**src/fctrp_pkg.sv**
```systemverilog
// Shared types and constants for the FM chip timer and register port.
// Used by fctrp_timers, fctrp_out_queue and fm_chip_timer_register_port_core.
`default_nettype none

package fctrp_pkg;

  // Parameter defaults
  localparam int SLOW_TIMER_DIV_DEF    = 4;
  localparam int CHANNELS_PER_BANK_DEF = 9;

  // Item opcodes
  localparam logic [1:0] OP_READ  = 2'd0;
  localparam logic [1:0] OP_WRITE = 2'd1;
  localparam logic [1:0] OP_TICK  = 2'd2;

  // Bus ports
  localparam logic [1:0] PORT_ADDR0 = 2'd0;
  localparam logic [1:0] PORT_ADDR1 = 2'd2;

  // Configuration register indexes
  localparam logic CFG_FOUR_OP_VARIANT = 1'b0;
  localparam logic CFG_TIMERS_PRESENT  = 1'b1;

  // Chip register indexes and values
  localparam logic [7:0] REG_PRESET_ONE = 8'h02;
  localparam logic [7:0] REG_PRESET_TWO = 8'h03;
  localparam logic [7:0] REG_TIMER_CTRL = 8'h04;
  localparam logic [7:0] REG_BANK_SEL   = 8'h05;
  localparam logic [8:0] REG_FOUR_OP    = 9'h105;
  localparam logic [7:0] REG_KEY_ON     = 8'hB0;

  localparam logic [7:0] STATUS_ANY     = 8'h80;
  localparam logic [7:0] STATUS_T1      = 8'h40;
  localparam logic [7:0] STATUS_T2      = 8'h20;
  localparam logic [7:0] STATUS_OPL2    = 8'h06;
  localparam logic [7:0] READ_OPL2_DATA = 8'hFF;

  typedef struct packed {
    logic       tick;
    logic       wr_preset_one;
    logic       wr_preset_two;
    logic       wr_ctrl;
    logic [7:0] data;
  } timer_cmd_t;

  typedef struct packed {
    logic [1:0] ovf;      // current flags, bit0 T1, bit1 T2
    logic       irq_nxt;  // IRQ line after the current command
  } timer_status_t;

  // read_data in the lowest bits
  typedef struct packed {
    logic       all_silent;
    logic [7:0] fwd_data;
    logic [8:0] fwd_index;
    logic       fwd_valid;
    logic       irq_level;
    logic [7:0] read_data;
  } result_t;

endpackage

`default_nettype wire

```
**src/fctrp_timers.sv**
```systemverilog
// Two 8-bit up-count timers with preset reload, mask, start and flag reset.
// Depends on fctrp_pkg for the command and status structs.
`default_nettype none

module fctrp_timers #(
  parameter int SLOW_TIMER_DIV = fctrp_pkg::SLOW_TIMER_DIV_DEF
) (
  input  wire logic                     clk,
  input  wire logic                     rst_n,
  input  wire fctrp_pkg::timer_cmd_t    cmd,
  output fctrp_pkg::timer_status_t      status
);

  localparam int PRE_W = (SLOW_TIMER_DIV > 1) ? $clog2(SLOW_TIMER_DIV) : 1;
  localparam logic [PRE_W:0] DIV_C = (PRE_W + 1)'(SLOW_TIMER_DIV);

  logic [7:0]       preset_one_r, preset_one_nxt;
  logic [7:0]       preset_two_r, preset_two_nxt;
  logic [7:0]       count_one_r, count_one_nxt;
  logic [7:0]       count_two_r, count_two_nxt;
  logic [PRE_W-1:0] prescale_r, prescale_nxt;
  logic [1:0]       run_r, run_nxt;
  logic [1:0]       mask_r, mask_nxt;
  logic [1:0]       ovf_r, ovf_nxt;
  logic             irq_r, irq_nxt;
  logic [PRE_W:0]   pre_inc;

  always_comb begin
    preset_one_nxt = preset_one_r;
    preset_two_nxt = preset_two_r;
    count_one_nxt  = count_one_r;
    count_two_nxt  = count_two_r;
    prescale_nxt   = prescale_r;
    run_nxt        = run_r;
    mask_nxt       = mask_r;
    ovf_nxt        = ovf_r;
    irq_nxt        = irq_r;
    pre_inc        = {1'b0, prescale_r} + (PRE_W + 1)'(1);

    if (cmd.tick) begin
      if (run_r[0]) begin
        count_one_nxt = count_one_r + 8'd1;
        if (count_one_nxt == 8'd0) begin
          count_one_nxt = preset_one_r;
          if (!mask_r[0] && !ovf_r[0]) begin
            ovf_nxt[0] = 1'b1;
            irq_nxt    = 1'b1;
          end
        end
      end
      if (run_r[1]) begin
        if (pre_inc >= DIV_C) begin
          prescale_nxt  = '0;
          count_two_nxt = count_two_r + 8'd1;
          if (count_two_nxt == 8'd0) begin
            count_two_nxt = preset_two_r;
            if (!mask_r[1] && !ovf_r[1]) begin
              ovf_nxt[1] = 1'b1;
              irq_nxt    = 1'b1;
            end
          end
        end else begin
          prescale_nxt = pre_inc[PRE_W-1:0];
        end
      end
    end

    if (cmd.wr_preset_one) preset_one_nxt = cmd.data;
    if (cmd.wr_preset_two) preset_two_nxt = cmd.data;
    if (cmd.wr_ctrl) begin
      if (cmd.data[7]) begin
        // flag reset: nothing else in the byte takes effect
        ovf_nxt = 2'b00;
        irq_nxt = 1'b0;
      end else begin
        mask_nxt = {cmd.data[5], cmd.data[6]};
        run_nxt  = cmd.data[1:0];
        if (cmd.data[0]) count_one_nxt = preset_one_r;
        if (cmd.data[1]) begin
          count_two_nxt = preset_two_r;
          prescale_nxt  = '0;
        end
        ovf_nxt = ovf_r & ~mask_nxt;
      end
    end
  end

  always_ff @(posedge clk) begin
    if (!rst_n) begin
      preset_one_r <= '0;
      preset_two_r <= '0;
      count_one_r  <= '0;
      count_two_r  <= '0;
      prescale_r   <= '0;
      run_r        <= '0;
      mask_r       <= '0;
      ovf_r        <= '0;
      irq_r        <= 1'b0;
    end else begin
      preset_one_r <= preset_one_nxt;
      preset_two_r <= preset_two_nxt;
      count_one_r  <= count_one_nxt;
      count_two_r  <= count_two_nxt;
      prescale_r   <= prescale_nxt;
      run_r        <= run_nxt;
      mask_r       <= mask_nxt;
      ovf_r        <= ovf_nxt;
      irq_r        <= irq_nxt;
    end
  end

  assign status.ovf     = ovf_r;
  assign status.irq_nxt = irq_nxt;

  // a masked timer never holds its flag
  a_mask_clears_flag: assert property (@(posedge clk) disable iff (!rst_n)
    (ovf_r & mask_r) == 2'b00)
    else $error("masked timer holds overflow flag");

  // IRQ only rises together with a newly set flag
  a_irq_rise_flag: assert property (@(posedge clk) disable iff (!rst_n)
    $rose(irq_r) |-> (ovf_r != 2'b00))
    else $error("IRQ raised without overflow flag");

  a_prescale_range: assert property (@(posedge clk) disable iff (!rst_n)
    {1'b0, prescale_r} < DIV_C)
    else $error("prescaler out of range");

endmodule

`default_nettype wire

```
**src/fctrp_out_queue.sv**
```systemverilog
// Two-entry result queue between the register port logic and the out channel.
// Depends on fctrp_pkg for the result struct.
`default_nettype none

module fctrp_out_queue (
  input  wire logic               clk,
  input  wire logic               rst_n,
  input  wire logic               push_valid,
  output logic                    push_ready,
  input  wire fctrp_pkg::result_t push_data,
  output logic                    out_valid,
  input  wire logic               out_ready,
  output fctrp_pkg::result_t      out_data
);

  fctrp_pkg::result_t entry_r [2];
  logic [1:0]         count_r, count_nxt;
  logic               wr_ptr_r, rd_ptr_r;
  logic               push, pop;

  assign push_ready = (count_r != 2'd2);
  assign out_valid  = (count_r != 2'd0);
  assign push       = push_valid && push_ready;
  assign pop        = out_valid && out_ready;
  assign out_data   = entry_r[rd_ptr_r];

  always_comb begin
    case ({push, pop})
      2'b10:   count_nxt = count_r + 2'd1;
      2'b01:   count_nxt = count_r - 2'd1;
      default: count_nxt = count_r;
    endcase
  end

  always_ff @(posedge clk) begin
    if (!rst_n) begin
      count_r  <= 2'd0;
      wr_ptr_r <= 1'b0;
      rd_ptr_r <= 1'b0;
    end else begin
      count_r <= count_nxt;
      if (push) wr_ptr_r <= ~wr_ptr_r;
      if (pop)  rd_ptr_r <= ~rd_ptr_r;
    end
  end

  always_ff @(posedge clk) begin
    if (push) entry_r[wr_ptr_r] <= push_data;
  end

  a_count_range: assert property (@(posedge clk) disable iff (!rst_n)
    count_r != 2'd3)
    else $error("result queue count overflow");

  a_ptr_match: assert property (@(posedge clk) disable iff (!rst_n)
    (count_r == 2'd0 || count_r == 2'd2) |-> (wr_ptr_r == rd_ptr_r))
    else $error("result queue pointers out of step");

  a_last_pop: assert property (@(posedge clk) disable iff (!rst_n)
    (pop && !push && count_r == 2'd1) |=> !out_valid)
    else $error("result queue not empty after last pop");

endmodule

`default_nettype wire

```
**src/fm_chip_timer_register_port_core.sv**
```systemverilog
// Top level of the FM chip host register port: address latch, forwarding, key-on
// tracking and status reads. Depends on fctrp_pkg, fctrp_timers, fctrp_out_queue.
//
// Usage:
//   in_*  : one transaction per bus read, bus write or 80 us base tick.
//           in_tdata = {bus_data, port, opcode}, opcode in the lowest bits.
//   out_* : exactly one result per input transaction, in order.
//   cfg_* : register writes (0 four_op_variant, 1 timers_present); always ready,
//           to be written only while the block is idle; the block does not check it.
// Output: the result of an item is registered into the output queue on acceptance.
// Throughput: one item per cycle while in_tready is high; all state updates for
// an item happen in the accepting cycle, the result lands in a two-entry output queue.
// Stall: while out_tready is low the queue holds up to two results, and in_tready
// drops only when both entries are full; it rises again once a pop is registered.
// Reset (rst_n low, synchronous): timers stopped and unmasked, flags and IRQ
// clear, address latch and key-on bits zero, queue empty, four_op_variant 0,
// timers_present 1.
`default_nettype none

module fm_chip_timer_register_port_core #(
  parameter int SLOW_TIMER_DIV    = fctrp_pkg::SLOW_TIMER_DIV_DEF,
  parameter int CHANNELS_PER_BANK = fctrp_pkg::CHANNELS_PER_BANK_DEF
) (
  input  wire logic        clk,
  input  wire logic        rst_n,
  input  wire logic        in_tvalid,
  output logic             in_tready,
  // [1:0] opcode, [3:2] port, [11:4] bus_data, [15:12] zero
  input  wire logic [15:0] in_tdata,
  output logic             out_tvalid,
  input  wire logic        out_tready,
  // [7:0] read_data, [8] irq_level, [9] fwd_valid, [18:10] fwd_index,
  // [26:19] fwd_data, [27] all_silent, [31:28] zero
  output logic [31:0]      out_tdata,
  input  wire logic        cfg_valid,
  output logic             cfg_ready,
  input  wire logic        cfg_index,
  input  wire logic        cfg_data
);

  localparam int KEYS  = 2 * CHANNELS_PER_BANK;
  localparam int KEY_W = (KEYS > 1) ? $clog2(KEYS) : 1;
  localparam logic [7:0] KEY_END = fctrp_pkg::REG_KEY_ON + 8'(CHANNELS_PER_BANK);

  logic [1:0] op;
  logic [1:0] port;
  logic [7:0] bus_data;
  logic       accept;

  logic            four_op_variant_r, timers_present_r;
  logic [8:0]      addr_latch_r, addr_latch_nxt;
  logic            four_op_mode_r, four_op_mode_nxt;
  logic [KEYS-1:0] key_on_r, key_on_nxt;

  logic       is_addr_port, data_wr, key_hit;
  logic [7:0] lo, key_off, status_byte;
  logic [KEY_W-1:0] key_idx;

  fctrp_pkg::timer_cmd_t    tcmd;
  fctrp_pkg::timer_status_t tstat;
  fctrp_pkg::result_t       res;
  fctrp_pkg::result_t       q_data;

  assign op       = in_tdata[1:0];
  assign port     = in_tdata[3:2];
  assign bus_data = in_tdata[11:4];
  assign accept   = in_tvalid && in_tready;
  assign cfg_ready = 1'b1;

  assign is_addr_port = (port == fctrp_pkg::PORT_ADDR0) || (port == fctrp_pkg::PORT_ADDR1);
  assign data_wr      = accept && (op == fctrp_pkg::OP_WRITE) && !is_addr_port;
  assign lo           = addr_latch_r[7:0];
  assign key_hit      = (lo >= fctrp_pkg::REG_KEY_ON) && (lo < KEY_END);
  assign key_off      = lo - fctrp_pkg::REG_KEY_ON;
  assign key_idx      = key_off[KEY_W-1:0] +
                        (addr_latch_r[8] ? KEY_W'(CHANNELS_PER_BANK) : KEY_W'(0));

  always_comb begin
    addr_latch_nxt   = addr_latch_r;
    four_op_mode_nxt = four_op_mode_r;
    key_on_nxt       = key_on_r;
    if (accept && (op == fctrp_pkg::OP_WRITE) && is_addr_port) begin
      addr_latch_nxt = {1'b0, bus_data};
      if (four_op_variant_r && (port == fctrp_pkg::PORT_ADDR1) &&
          (four_op_mode_r || bus_data == fctrp_pkg::REG_BANK_SEL))
        addr_latch_nxt[8] = 1'b1;
    end
    if (data_wr) begin
      if (addr_latch_r == fctrp_pkg::REG_FOUR_OP) four_op_mode_nxt = bus_data[0];
      if (key_hit) key_on_nxt[key_idx] = bus_data[5];
    end
  end

  // timer commands: register writes from bank 0 only, and only with timers installed; ticks always pass
  always_comb begin
    tcmd.tick          = accept && (op == fctrp_pkg::OP_TICK);
    tcmd.wr_preset_one = data_wr && timers_present_r && !addr_latch_r[8] &&
                         (lo == fctrp_pkg::REG_PRESET_ONE);
    tcmd.wr_preset_two = data_wr && timers_present_r && !addr_latch_r[8] &&
                         (lo == fctrp_pkg::REG_PRESET_TWO);
    tcmd.wr_ctrl       = data_wr && timers_present_r && !addr_latch_r[8] &&
                         (lo == fctrp_pkg::REG_TIMER_CTRL);
    tcmd.data          = bus_data;
  end

  fctrp_timers #(
    .SLOW_TIMER_DIV(SLOW_TIMER_DIV)
  ) u_timers (
    .clk   (clk),
    .rst_n (rst_n),
    .cmd   (tcmd),
    .status(tstat)
  );

  always_comb begin
    status_byte = (tstat.ovf[0] ? fctrp_pkg::STATUS_T1 : 8'h00) |
                  (tstat.ovf[1] ? fctrp_pkg::STATUS_T2 : 8'h00);
    if (tstat.ovf != 2'b00) status_byte = status_byte | fctrp_pkg::STATUS_ANY;

    res.read_data = 8'h00;
    if (op == fctrp_pkg::OP_READ) begin
      if (four_op_variant_r)
        res.read_data = (port == fctrp_pkg::PORT_ADDR0) ? status_byte : 8'h00;
      else
        res.read_data = (port == fctrp_pkg::PORT_ADDR0) ?
                        (status_byte | fctrp_pkg::STATUS_OPL2) : fctrp_pkg::READ_OPL2_DATA;
    end
    res.irq_level  = tstat.irq_nxt;
    res.fwd_valid  = (op == fctrp_pkg::OP_WRITE) && !is_addr_port;
    res.fwd_index  = res.fwd_valid ? addr_latch_r : 9'd0;
    res.fwd_data   = res.fwd_valid ? bus_data : 8'd0;
    res.all_silent = (key_on_nxt == '0);
  end

  always_ff @(posedge clk) begin
    if (!rst_n) begin
      four_op_variant_r <= 1'b0;
      timers_present_r  <= 1'b1;
      addr_latch_r      <= '0;
      four_op_mode_r    <= 1'b0;
      key_on_r          <= '0;
    end else begin
      if (cfg_valid && cfg_ready) begin
        case (cfg_index)
          fctrp_pkg::CFG_FOUR_OP_VARIANT: four_op_variant_r <= cfg_data;
          fctrp_pkg::CFG_TIMERS_PRESENT:  timers_present_r  <= cfg_data;
          default: ;
        endcase
      end
      addr_latch_r   <= addr_latch_nxt;
      four_op_mode_r <= four_op_mode_nxt;
      key_on_r       <= key_on_nxt;
    end
  end

  fctrp_out_queue u_out_queue (
    .clk       (clk),
    .rst_n     (rst_n),
    .push_valid(in_tvalid),
    .push_ready(in_tready),
    .push_data (res),
    .out_valid (out_tvalid),
    .out_ready (out_tready),
    .out_data  (q_data)
  );

  assign out_tdata = {4'b0000, q_data};

  // bit 8 of the latch is only set on the four-operator chip
  a_bank_variant: assert property (@(posedge clk) disable iff (!rst_n)
    $rose(addr_latch_r[8]) |-> $past(four_op_variant_r))
    else $error("bank bit set on the two-operator chip");

  // a flag reset drops the IRQ in the same transaction
  a_flag_reset: assert property (@(posedge clk) disable iff (!rst_n)
    (tcmd.wr_ctrl && bus_data[7]) |-> !tstat.irq_nxt)
    else $error("IRQ still high after flag reset");

  // a stalled result holds steady
  a_out_stable: assert property (@(posedge clk) disable iff (!rst_n)
    (out_tvalid && !out_tready) |=> (out_tvalid && $stable(out_tdata)))
    else $error("result changed while stalled");

endmodule

`default_nettype wire
```
**config.mk**
```make
export PLATFORM = sky130hd
export DESIGN_NAME = fm_chip_timer_register_port_core
export DESIGN_NICKNAME = d
export VERILOG_FILES = /design/src/fctrp_pkg.sv /design/src/fctrp_timers.sv /design/src/fctrp_out_queue.sv /design/src/fm_chip_timer_register_port_core.sv
export SDC_FILE = /design/constraint.sdc
export NUM_CORES = 1
export LEC_CHECK = 0
export BUFFER_PORTS_ARGS = -buffer_cell sky130_fd_sc_hd__buf_2
export CORE_MARGIN = 1
export CORE_UTILIZATION = 50
export DETAILED_ROUTE_END_ITERATION = 8
export PLACE_DENSITY = 0.76
export RECOVER_POWER = 25
export SLEW_MARGIN = 10
export SYNTH_ARGS = -nofsm -noshare
export SYNTH_HDL_FRONTEND = slang
export SYNTH_SLANG_ARGS = --single-unit
export TNS_END_PERCENT = 50
```
**constraint.sdc**
```tcl
create_clock -name clk -period 3.9 [get_ports clk]
set_clock_uncertainty 0.2 [all_clocks]
set_input_delay 0.78 -clock clk [delete_from_list [all_inputs] [get_ports clk]]
set_output_delay 0.78 -clock clk [all_outputs]
set_load 0.01 [all_outputs]
```
==> reports/results.ini <==
[status]
result_of_the_run = completed

[critical_path]
critical_path_peak_fanout = 13
required_ns = 3.89
timing.reg2reg.worst_path_depth = 9
crit_path_end_kind = flop
critPathArrivalTime_ns = 3.42
path_class = flop to flop
rr_endpoint = u_out_queue.entry_r[0][27]
rr_startpoint = addr_latch_r[0]
worst-r2r-setup-slack_ns = 0.48
timing.critical_path.from_type = flop

[final_layout]
num-nets-final = 698
final_cells = 849
drive_above_1_share = 0.204
utilization_after_layout = 0.594
final_common_cell = sky130_fd_sc_hd__nor2_1
mostFrequentLayoutCells = 81 x sky130_fd_sc_hd__nor2_1, 76 x sky130_fd_sc_hd__dfxtp_1, 58 x sky130_fd_sc_hd__nand2_1
fin_area_mm2 = 0.00716
area.growth.synth_to_final_pct = 15.2
insertedDiodeCount = 0

[min_path]
worst_hold_startpoint = u_timers.preset_two_r[1]
hold-path-cell-count = 2
timing.hold.worst_endpoint = u_timers.count_two_r[1]
hold_path.class = flop to flop

[placement]
post_dp_cell_area_mm2 = 0.00659
placed_cells_incl_taps = 817
port_buffers = 48
dp_hpwl_mm = 9.08
routabilityCongestion = 0.864
pre_cts_slack_ns = 0.478

[timing]
relSlewSlack = 0.138
timing_max_transition_violations_final = 0
rsz0062_at_grt = no
max_freq_mhz = 292
final_period_minus_worst_setup_slack_ns = 3.42
least_setup_slack_across_all_paths_after_layout_ns = 0.476
period_share = 0.878
whs_ns = 0.270
finalHoldViolCount = 0
worst_slew_pin_slew_ns = 1.29
setup-tns-final_ns = 0
timing.final.setup_violations = 0

[power]
totalPowerFinal_mw = 3.66
pwr_density_cell_mw_per_mm2 = 511
p_leak_nw = 2.70
ir_worst_vdd_mv = 0.267

[logic_synthesis]
synth_enable_flop_cells = 50
postSynth.topFlopCell = sky130_fd_sc_hd__dfxtp_1
synth_top_cell_area_share = 0.245
synth_async_sr_flop_share = 0
synth.ff_latch_count = 126
synth.avg_cell_area_um2 = 9.98
synthesis.instances = 623
mappedNetlistArea_mm2 = 0.00622
yosysWarningCount = 0
ys_seq_area_frac = 0.486
synth.distinct_cells = 74
synth.area.top_cells = sky130_fd_sc_hd__dfxtp_1 24%, sky130_fd_sc_hd__edfxtp_1 24%, sky130_fd_sc_hd__mux2i_1 5.6%
post-synth-top-area-cell = sky130_fd_sc_hd__dfxtp_1

[grt]
grt.overflow.total = 0
first_global_vias = 4665
grt_util_all_layers = 0.223
largest_net_degree_at_the_start_of_global_routing = 40
antenna_found_initial = 0
first_pass_grt_wire_length_mm = 22.3

[detailed_routing]
routed-wl-met3_um = 753
post_drt_via_cell_ratio = 5.71
via_count = 4851
wirelength_met1_mm = 5.83
dr_wl_met2_mm = 6.73
highest_layer = met4
antenna_left = 0
drt-initial-drc-count = 291
routedWlPerCell_um = 16.0
drt_pass1_iterations = 5
drc = 0
drt_wl_total_mm = 13.6

[clock_tree]
cts-htree-levels = 4
cts.sinks = 126
clk_transition_reported_paths_ns = 0.06
hold_buf_count_cts = 0
clock-root-buffer = sky130_fd_sc_hd__clkbuf_16
cts_repair_resize_count = 0
postCtsSetupRepairBufs = 0
cts_buffers = 17
tritoncts_clock_tree = done
clock_path_buffers = 2
clock_insertion_delay_at_the_later_pin_of_the_skew_report_ns = 0.41

[floorplan]
die-area_mm2 = 0.0129
i_o_pin_total = 58
placeableCoreArea_mm2 = 0.0121
initial_utilization = 0.515
die_w_um = 114
placementRows = 40
die_height_um = 114

[run]
max_cap_violations = 0

[power by group]
part	switching (mW)	leakage [nW]	internal, mW
clock network	0.586	0.279	0.958
logic	0.325	1.33	0.252
registers	0.0426	1.09	1.49
total	0.954	2.70	2.71
[registers in the layout, indices dropped and copies added (netlist names), 2 cells and up, named ones only]
register / flops
addr_latch_r: 9
key_on_r: 18
u_out_queue.count_r: 2
u_out_queue.entry_r: 50
u_timers.count_one_r: 8
u_timers.count_two_r: 8
u_timers.mask_r: 2
u_timers.ovf_r: 2
u_timers.prescale_r: 2
u_timers.preset_one_r: 8
u_timers.preset_two_r: 8
u_timers.run_r: 2
[layout make-up]
type                       count  area, um2
timing repair buffer          60        323
multi-input combinational    452       2980
tap                          168        210
clock inverter                13        141
fill                         974       4900
sequential                   126       3020
clock buffer                  19        443
inverter                      11       41.3
[cells in the mapped netlist (2+ instances only)]
library cell / count
sky130_fd_sc_hd__nor2_1: 82
sky130_fd_sc_hd__dfxtp_1: 76
sky130_fd_sc_hd__nand2_1: 58
sky130_fd_sc_hd__edfxtp_1: 50
sky130_fd_sc_hd__mux2i_1: 35
sky130_fd_sc_hd__a21oi_1: 30
sky130_fd_sc_hd__mux2_2: 26
sky130_fd_sc_hd__nand3_1: 25
sky130_fd_sc_hd__and2_1: 20
sky130_fd_sc_hd__o21ai_0: 20
sky130_fd_sc_hd__clkbuf_1: 17
sky130_fd_sc_hd__nor3_1: 13
sky130_fd_sc_hd__xnor2_1: 12
sky130_fd_sc_hd__buf_2: 10
sky130_fd_sc_hd__inv_1: 10
sky130_fd_sc_hd__a22oi_1: 9
sky130_fd_sc_hd__buf_4: 9
sky130_fd_sc_hd__nand4_1: 9
sky130_fd_sc_hd__ha_1: 7
sky130_fd_sc_hd__nand2b_1: 7
sky130_fd_sc_hd__xor2_1: 7
sky130_fd_sc_hd__nor2b_1: 6
sky130_fd_sc_hd__and3_1: 5
sky130_fd_sc_hd__a211oi_1: 4
sky130_fd_sc_hd__nor4_1: 4
sky130_fd_sc_hd__or3_1: 4
sky130_fd_sc_hd__or4_4: 4
sky130_fd_sc_hd__and3b_1: 3
sky130_fd_sc_hd__and4_1: 3
sky130_fd_sc_hd__nand4b_1: 3
sky130_fd_sc_hd__nor4_2: 3
sky130_fd_sc_hd__o31ai_1: 3
sky130_fd_sc_hd__a31o_2: 2
sky130_fd_sc_hd__a31oi_1: 2
sky130_fd_sc_hd__conb_1: 2
sky130_fd_sc_hd__nor3b_1: 2
sky130_fd_sc_hd__nor4_4: 2
sky130_fd_sc_hd__o211ai_1: 2
sky130_fd_sc_hd__o22ai_1: 2
[metal layers]
| metal | GRT usage | up-vias |
|---|---|---|
| met5 | 0 | - |
| met4 | 0.0991 | 0 |
| met3 | 0.0648 | 30 |
| met2 | 0.378 | 168 |
| met1 | 0.262 | 2321 |
| li1 | - | 2332 |
[kinds of logic after synthesis]
group	count (synthesis)	share of synthesized area
AOI/OAI and AO/OA	95	0.105
muxes	61	0.103
other	2	0.00121
xor gates and xnor gates	20	0.0294
DFF	126	0.486
and+or+nand+nor	264	0.224
buffers and inverters	48	0.0364
adders and majority gates	7	0.0141
[critical path, cell delays in order, from the launching register on]
cell and delay (ns):
sky130_fd_sc_hd__dfxtp_1 0.58, sky130_fd_sc_hd__ha_1 0.27, sky130_fd_sc_hd__ha_1 0.21, sky130_fd_sc_hd__buf_4 0.22
sky130_fd_sc_hd__a41o_1 0.40, sky130_fd_sc_hd__nand4_1 0.23, sky130_fd_sc_hd__or3_1 0.40, sky130_fd_sc_hd__a22oi_1 0.20
sky130_fd_sc_hd__nand3_1 0.12, sky130_fd_sc_hd__nor4_2 0.37
[how the worst max path moves through the flow]
stage               startpoint                         end  cells after the start
6_report       addr_latch_r[0]  u_out_queue.entry_r[0][27]                      9
5_1_grt        addr_latch_r[0]  u_out_queue.entry_r[0][27]                      9
4_1_cts        addr_latch_r[0]  u_out_queue.entry_r[0][27]                      9
3_5_place_dp       in_tdata[1]  u_out_queue.entry_r[1][27]                      8
3_3_place_gp       in_tdata[1]  u_out_queue.entry_r[0][27]                      8
2_1_floorplan  addr_latch_r[0]  u_out_queue.entry_r[0][27]                     10
No activity file was read; power rests on OpenSTA's default activity.
